**config.mk**
```make
export PLATFORM = sky130hd
export DESIGN_NAME = crc8fc_frame_core
export DESIGN_NICKNAME = d
export VERILOG_FILES = /design/src/hw/rtl/crc8fc_pkg.sv /design/src/hw/rtl/crc8fc_frame_core.sv
export SDC_FILE = /design/constraint.sdc
export NUM_CORES = 1
export LEC_CHECK = 0
export BUFFER_PORTS_ARGS = -buffer_cell sky130_fd_sc_hd__buf_2
export CORE_MARGIN = 8
export CORE_UTILIZATION = 59
export CTS_BUF_LIST = sky130_fd_sc_hd__clkbuf_8
export DETAILED_ROUTE_END_ITERATION = 10
export PLACE_DENSITY = 0.83
export SLEW_MARGIN = 30
export SYNTH_ARGS = -nofsm -noshare
export SYNTH_HDL_FRONTEND = slang
export SYNTH_SLANG_ARGS = --single-unit
```
**constraint.sdc**
```tcl
create_clock -name clk -period 7.05 [get_ports clk]
set_clock_uncertainty 0.05 [all_clocks]
set_input_delay 0.705 -clock clk [delete_from_list [all_inputs] [get_ports clk]]
set_output_delay 0.705 -clock clk [all_outputs]
set_load 0.02 [all_outputs]
```
**src/hw/rtl/crc8fc_pkg.sv**
```systemverilog
// Shared types, constants and the CRC-8 byte update for the CRC-8 frame checker.
`default_nettype none

package crc8fc_pkg;

    localparam int MAX_FRAME_BYTES_DEFAULT = 4096;
    localparam int MIN_FRAME_BYTES         = 6;
    localparam int CFG_DATA_W              = 13;
    localparam int CFG_INDEX_W             = 2;

    localparam logic [7:0]  CRC_POLY             = 8'h31;
    localparam logic [12:0] FRAME_LENGTH_RESET   = 13'd2057;
    localparam logic [7:0]  CRC_START_RESET      = 8'd4;
    localparam logic [7:0]  RSSI_POSITION_RESET  = 8'd7;

    typedef enum logic [CFG_INDEX_W-1:0] {
        REG_FRAME_LENGTH  = 2'd0,
        REG_CRC_START     = 2'd1,
        REG_RSSI_POSITION = 2'd2
    } cfg_reg_t;

    typedef struct packed {
        logic [7:0] data_byte;
        logic       frame_start;
    } in_item_t;

    typedef struct packed {
        logic               crc_ok;
        logic [7:0]         computed_crc;
        logic [7:0]         received_crc;
        logic signed [7:0]  rssi_dbm;
        logic [31:0]        good_frames;
        logic signed [31:0] rssi_total;
    } result_t;

    typedef struct packed {
        logic advance;
        logic load_result;
    } core_status_t;

    // MSB-first CRC-8 update over one byte, no reflection.
    function automatic logic [7:0] crc8_byte(input logic [7:0] crc, input logic [7:0] data);
        logic [7:0] r;
        r = crc ^ data;
        for (int i = 0; i < 8; i++)
        begin
            if (r[7])
            begin
                r = {r[6:0], 1'b0} ^ CRC_POLY;
            end
            else
            begin
                r = {r[6:0], 1'b0};
            end
        end
        return r;
    endfunction

endpackage

`default_nettype wire

```
**src/hw/rtl/crc8fc_frame_core.sv**
```systemverilog
// Frame position tracking, CRC update, RSSI latch, CRC compare and good-frame totals.
`default_nettype none

module crc8fc_frame_core #(
    parameter int MAX_FRAME_BYTES = crc8fc_pkg::MAX_FRAME_BYTES_DEFAULT
) (
    input  wire logic                   clk,
    input  wire logic                   rst_n,
    input  wire logic [12:0]            frame_length,
    input  wire logic [7:0]             crc_start,
    input  wire logic [7:0]             rssi_position,
    input  wire logic                   item_valid,
    input  wire crc8fc_pkg::in_item_t   item,
    input  wire logic                   out_free,
    output crc8fc_pkg::core_status_t    status,
    output crc8fc_pkg::result_t         result
);
    import crc8fc_pkg::*;

    localparam int POS_W = $clog2(MAX_FRAME_BYTES);
    localparam int LEN_W = (POS_W + 1 > 13) ? POS_W + 1 : 13;
    localparam int CMP_W = (POS_W > 8) ? POS_W : 8;

    logic [POS_W-1:0] pos_reg;
    logic [POS_W-1:0] pos_next;
    logic [7:0]       crc_reg;
    logic [7:0]       crc_next;
    logic [7:0]       rssi_reg;
    logic [7:0]       rssi_next;
    logic [31:0]      count_reg;
    logic [31:0]      count_next;
    logic [31:0]      sum_reg;
    logic [31:0]      sum_next;

    logic [LEN_W-1:0] len_ext;
    logic [LEN_W-1:0] eff_len;
    logic [POS_W-1:0] last_pos;
    logic [POS_W-1:0] pos;
    logic [7:0]       crc_base;
    logic [7:0]       rssi_cur;
    logic             is_last;
    logic             crc_match;
    logic             advance;
    logic [31:0]      count_upd;
    logic [31:0]      sum_upd;

    always_comb
    begin
        len_ext = LEN_W'(frame_length);
        if (len_ext < LEN_W'(MIN_FRAME_BYTES))
        begin
            eff_len = LEN_W'(MIN_FRAME_BYTES);
        end
        else if (len_ext > LEN_W'(MAX_FRAME_BYTES))
        begin
            eff_len = LEN_W'(MAX_FRAME_BYTES);
        end
        else
        begin
            eff_len = len_ext;
        end
        last_pos = POS_W'(eff_len - LEN_W'(1));
    end

    always_comb
    begin
        pos      = item.frame_start ? '0 : pos_reg;
        crc_base = (pos == '0) ? 8'h00 : crc_reg;
        rssi_cur = (pos == '0) ? 8'h00 : rssi_reg;
        if (CMP_W'(pos) == CMP_W'(rssi_position))
        begin
            rssi_cur = item.data_byte;
        end
        is_last   = (pos >= last_pos);
        crc_match = (crc_base == item.data_byte);
        count_upd = crc_match ? count_reg + 32'd1 : count_reg;
        sum_upd   = crc_match ? sum_reg + {{24{rssi_cur[7]}}, rssi_cur} : sum_reg;
        advance   = item_valid && (!is_last || out_free);
    end

    always_comb
    begin
        pos_next   = pos_reg;
        crc_next   = crc_reg;
        rssi_next  = rssi_reg;
        count_next = count_reg;
        sum_next   = sum_reg;
        if (advance)
        begin
            rssi_next = rssi_cur;
            if (is_last)
            begin
                pos_next   = '0;
                crc_next   = crc_base;
                count_next = count_upd;
                sum_next   = sum_upd;
            end
            else
            begin
                pos_next = pos + POS_W'(1);
                if (CMP_W'(pos) >= CMP_W'(crc_start))
                begin
                    crc_next = crc8_byte(crc_base, item.data_byte);
                end
                else
                begin
                    crc_next = crc_base;
                end
            end
        end
    end

    always_ff @(posedge clk or negedge rst_n)
    begin
        if (!rst_n)
        begin
            pos_reg   <= '0;
            crc_reg   <= 8'h00;
            rssi_reg  <= 8'h00;
            count_reg <= 32'd0;
            sum_reg   <= 32'd0;
        end
        else
        begin
            pos_reg   <= pos_next;
            crc_reg   <= crc_next;
            rssi_reg  <= rssi_next;
            count_reg <= count_next;
            sum_reg   <= sum_next;
        end
    end

    assign status.advance     = advance;
    assign status.load_result = advance && is_last;

    assign result.crc_ok       = crc_match;
    assign result.computed_crc = crc_base;
    assign result.received_crc = item.data_byte;
    assign result.rssi_dbm     = rssi_cur;
    assign result.good_frames  = count_upd;
    assign result.rssi_total   = sum_upd;

endmodule

`default_nettype wire

```
# --- After elaboration in Yosys (flattened, before gate mapping) ---
# Cells that the tools add are included.
classes:
  bitwise_logic: 9
  n_shift: 0
  add_sub_neg: 4
  n_reduce_logical: 6
  n_mux: 40
  magnitude_cmp: 4
  mul: 0
  div_mod_pow: 0
  eq_ne: 2
op_table:
  columns: ["cell", "n"]
  rows:
  - ["$mux 8", 26]
  - ["$mux 32", 2]
  - ["$mux 12", 4]
  - ["$mux 6", 8]
  - ["$add 32x1->32 const B", 1]
  - ["$add 32x32->32", 1]
  - ["$not 3->3", 8]
  - ["$gt 13x13->1 const B", 1]
  - ["$lt 13x3->1 const B", 1]
  - ["$add 12x1->12 const B", 1]
  - ["$eq 12x8->1", 1]
  - ["$ge 12x12->1", 1]
  - ["$ge 12x8->1", 1]
  - ["$logic_not 12->1", 1]
  - ["$sub 12x1->12 const B", 1]
  - ["$eq 8x8->1", 1]
  - ["$xor 8x8->8", 1]
  - ["$logic_and 1x1->1", 2]
  - ["$reduce_and 2->1", 1]
  - ["$logic_not 1->1", 1]
  - ["$logic_or 1x1->1", 1]
word_totals:
  mem_bits_ro: 0
  input_bits: 42
  reg_bits: 92
  word_cells: 70
  ram_bits: 0
  n_memories: 0
  latch_bits: 0

# --- Longest topological paths before layout ---
depth:
  word_depth: 43
  mapped_depth: 21
  ltp_nobuf: 20

# --- Worst setup path after synthesis ---
# No wires, ideal clock.
synth_timing:
  path_kind: "input-to-output"
  startpoint: "input item[0] in the netlist's numbering"
  endpoint: "output result[31] in the netlist's numbering"
  arrival_time_ns: 5.508
  t_required_ns: 6.295
  setup_slack_ns: 0.787
  cell_stages: 18
  path_buffers: 1
  path_cell_list: "clkinv_1 > nand2_1 > ha_1 > clkbuf_1 > nand2_1 > and2_1 > mux2i_1 > inv_1 > ha_1 > a21oi_1 > nand2_1 > a221o_1 > a22o_1 > o31a_1 > a221oi_1 > nor4b_1 > nor4_1 > nand4_1"
synth_lines:
  columns: ["item", "line", "text"]
  rows:
  - ["from (decl)", "crc8fc_frame_core.sv:13", "input wire crc8fc_pkg::in_item_t item,"]
  - ["to (decl)", "crc8fc_frame_core.sv:16", "output crc8fc_pkg::result_t result"]

==> metrics.csv <==
metric,value,unit
total setup violations reported at the end of the flow,0,
internal power,744,µW
Placed Instances,1226,
Residual DRC,0,
TritonCTS clock tree,built,
synthesized flop and latch total,92,
maximum operating frequency,0.152,GHz
die outline width,132,µm
sequential cell fraction of total power,51.6,%
Total Routed Length,19.6,mm
worst endpoint data arrival time,5820,ps
overall die area,17500,µm²
antenna cell count,0,
Top Layer Used,met4,
dominant cell type by area after synthesis,sky130_fd_sc_hd__dfrtp_1,
number of detailed-routing iterations run before antenna repair,5,
post-layout min period,6570,ps
post-CTS setup buffer count,0,
commonest register cell after synthesis,sky130_fd_sc_hd__dfrtp_1,
# H-tree levels,3,
top-area cell type share of the netlist area,28.9,%
switching power,292,µW
number of different library cells in the post-synthesis netlist,69,
Layout Area Growth over Synthesis,12.2,%
synthesized area per cell,8.39,µm²
DIE HEIGHT,132,µm
Layout Nets,1159,
TritonCTS Sinks,92,
initial core utilization,60.3,%
fraction of power spent switching nets,28.2,%
final hold vios,0,
Max-slew headroom,50.8,%
"IR drop worst, VDD",88.3,µV
cell with the largest stage delay on the worst path,sky130_fd_sc_hd__ha_1,
type of the worst setup path,input pin to output pin,
number of port buffers,132,
top cells by instance count after synthesis,"sky130_fd_sc_hd__nand2_1 (114), sky130_fd_sc_hd__nor2_1 (93), sky130_fd_sc_hd__dfrtp_1 (92), sky130_fd_sc_hd__xnor2_1 (76), sky130_fd_sc_hd__ha_1 (55)",
initial antenna violation count,0,
Critical Path Max Stage Delay,470,ps
YS warnings,0,
fraction of final layout cells with drive strength greater than 1,19.4,%
core region area,13200,µm²
largest net degree at the start of global routing,59,
peak fanout along the critical path,15,
post-detailed-placement cell area,8720,µm²
global-route wire length before repair,33.0,mm
startpoint type of the worst setup path,input pin,
sum of met2 wire segment lengths after detailed routing,9.40,mm
"Clk Latency, worst-skew pair",380,ps
routed vias,7141,
Required @ worst endpoint,6290,ps
number of synthesized flops with an enable pin,0,
Setup crit end kind,output pin,
count of max-cap constraint violations,0,
post-DR wirelength/cell,15.8,µm
master cell of the clock root buffer,sky130_fd_sc_hd__clkbuf_8,
number of gates resized after cts,0,
most common cell in the synthesized netlist,sky130_fd_sc_hd__nand2_1,
sequential element share of the synthesized area,28.9,%
gate count of the mapped netlist,948,
number of I/O pins,133,
Met3 Routed Length,1.22,mm
floorplan row count,42,
Max Root-Sink Buffers,2,
post-route cell area,8930,µm²
cell-by-cell trace of the critical path,buf_2 -> clkinv_1 -> nand2_1 -> inv_1 -> xor2_1 -> nor4_1 -> nand4_1 -> buf_4 -> mux2i_1 -> inv_1 -> ha_1 -> a21oi_1 -> nand2_1 -> a221o_1 -> a22o_1 -> o31a_1 -> a221oi_2 -> nor3_1 -> nor4_1 -> nand4_1 -> buf_2,
total gr overflow,0,
clock power share,34.6,%
worst min path class,input pin to async pin,
combinational power share,13.8,%
netlist area before placement,7960,µm²
ratio of final minimum period to clock period,93.2,%
Sum Neg Setup Slack,0,ps
Pwr Density,116,nW/µm²
status,completed,
Initial DRC Count,463,
number of buffers created by CTS,9,
kind of cell adding the most delay to the critical path,compound AO/OA/AOI/OAI gates,
clock transition at the registers of the reported paths,90,ps
"antenna viol nets, final",0,
average via count per standard cell,5.75,
final-report max-slew violation count,0,
gr usage total,22.4,%
RD Place Congestion,0.959,
setup repair after global routing missed its margin,no,
vias in the first global route,6866,
M1 wire length,8.76,mm
Syn Nets,1046,
proportion of register bits with asynchronous set or reset after synthesis,100,%
Post-CTS Hold Buffers,0,
slew at the pin closest to its max-slew limit,738,ps
hpwl dp,15.0,mm
leakage power,4.73,nW
non-filler instance count after layout,1242,
biggest area contributors in the synthesized netlist,"sky130_fd_sc_hd__dfrtp_1 (29%), sky130_fd_sc_hd__ha_1 (8.6%), sky130_fd_sc_hd__xnor2_1 (8.4%)",
critical path buffer and inverter count,6,
## cell type report
class / count / area [µm²]
Fill cell: 1107 / 4260
Tap cell: 176 / 220
Clock buffer: 12 / 165
Clock inverter: 4 / 31.3
Sequential cell: 92 / 2300
Multi-Input combinational cell: 772 / 5300
Inverter: 43 / 161
Timing Repair Buffer: 143 / 746
## power by group through the flow
stage	Sequential, mW	Clock, mW	Combinational [mW]
2_1_floorplan	0.544	0	0.0946
3_3_place_gp	0.545	0	0.140
3_5_place_dp	0.545	0	0.142
4_1_cts	0.534	0.366	0.143
5_1_grt	0.535	0.389	0.160
6_report	0.534	0.358	0.143
## cell families after synthesis
kind of cell | count (synthesis) | share of synthesized area [%]
buffers and inverters | 84 | 4.54
AO/OA/AOI/OAI | 198 | 16.8
XOR/XNOR | 119 | 13.1
adder cells (fa/ha/maj) | 56 | 8.90
AND/OR/NAND/NOR | 368 | 23.4
flip-flops | 92 | 28.9
multiplexers | 31 | 4.31
## routing by layer
metal | GRT usage [%] | vias up
li1 | - | 3570
met1 | 28.0 | 3371
met2 | 38.1 | 186
met3 | 5.53 | 14
met4 | 4.66 | 0
met5 | 0 | -
## worst paths after layout
check | from | end | slack (ps) | cells past startpoint
worst min-delay path | rst_n | pos_reg[4] | 200 | 1
min in group clk | rssi_reg[7] | rssi_reg[7] | 440 | 2
worst min register to register | rssi_reg[7] | rssi_reg[7] | 440 | 2
worst max-delay path | item[0] | result[31] | 480 | 21
max in group asynchronous | rst_n | sum_reg[14] | 5620 | 2
worst max register to register | pos_reg[8] | sum_reg[31] | 2070 | 16
## placed cells by master (no fill, tap or decap), drive strengths merged, types with 4 or more instances in the layout
cell type,synthesis,routed
clkbuf,21,12
ha,55,55
nand3,36,36
inv,41,42
nor2b,15,15
xor2,43,43
o21ai,53,53
and3,10,10
a31oi,9,9
dfrtp,92,92
o31ai,10,10
o21bai,6,6
a21oi,31,31
buf,20,143
and4,6,6
nand2b,9,9
a21o,25,25
or3,7,7
mux2,26,26
nor2,93,93
o211ai,8,8
a22o,13,13
nor4,7,7
a211oi,7,7
nand4,15,15
and2,15,15
nand2,114,114
o21a,7,7
or2,4,4
mux2i,5,5
o31a,4,4
xnor2,76,76
nor3,24,24
## stage by stage
| step | worst slack, ps | power [mW] | util [%] | hold WS [ps] |
|---|---|---|---|---|
| final | 479 | 1.04 | 67.7 | 205 |
| after global routing | 30.4 | 1.08 | 67.7 | 227 |
| after CTS | 379 | 1.04 | 67.6 | 214 |
| after detailed placement | 396 | 0.687 | 66.1 | 412 |
| after global placement | 571 | 0.684 | 66.1 | 407 |
| after floorplan | 787 | 0.638 | - | 359 |
(Power assumes the default switching activity.)
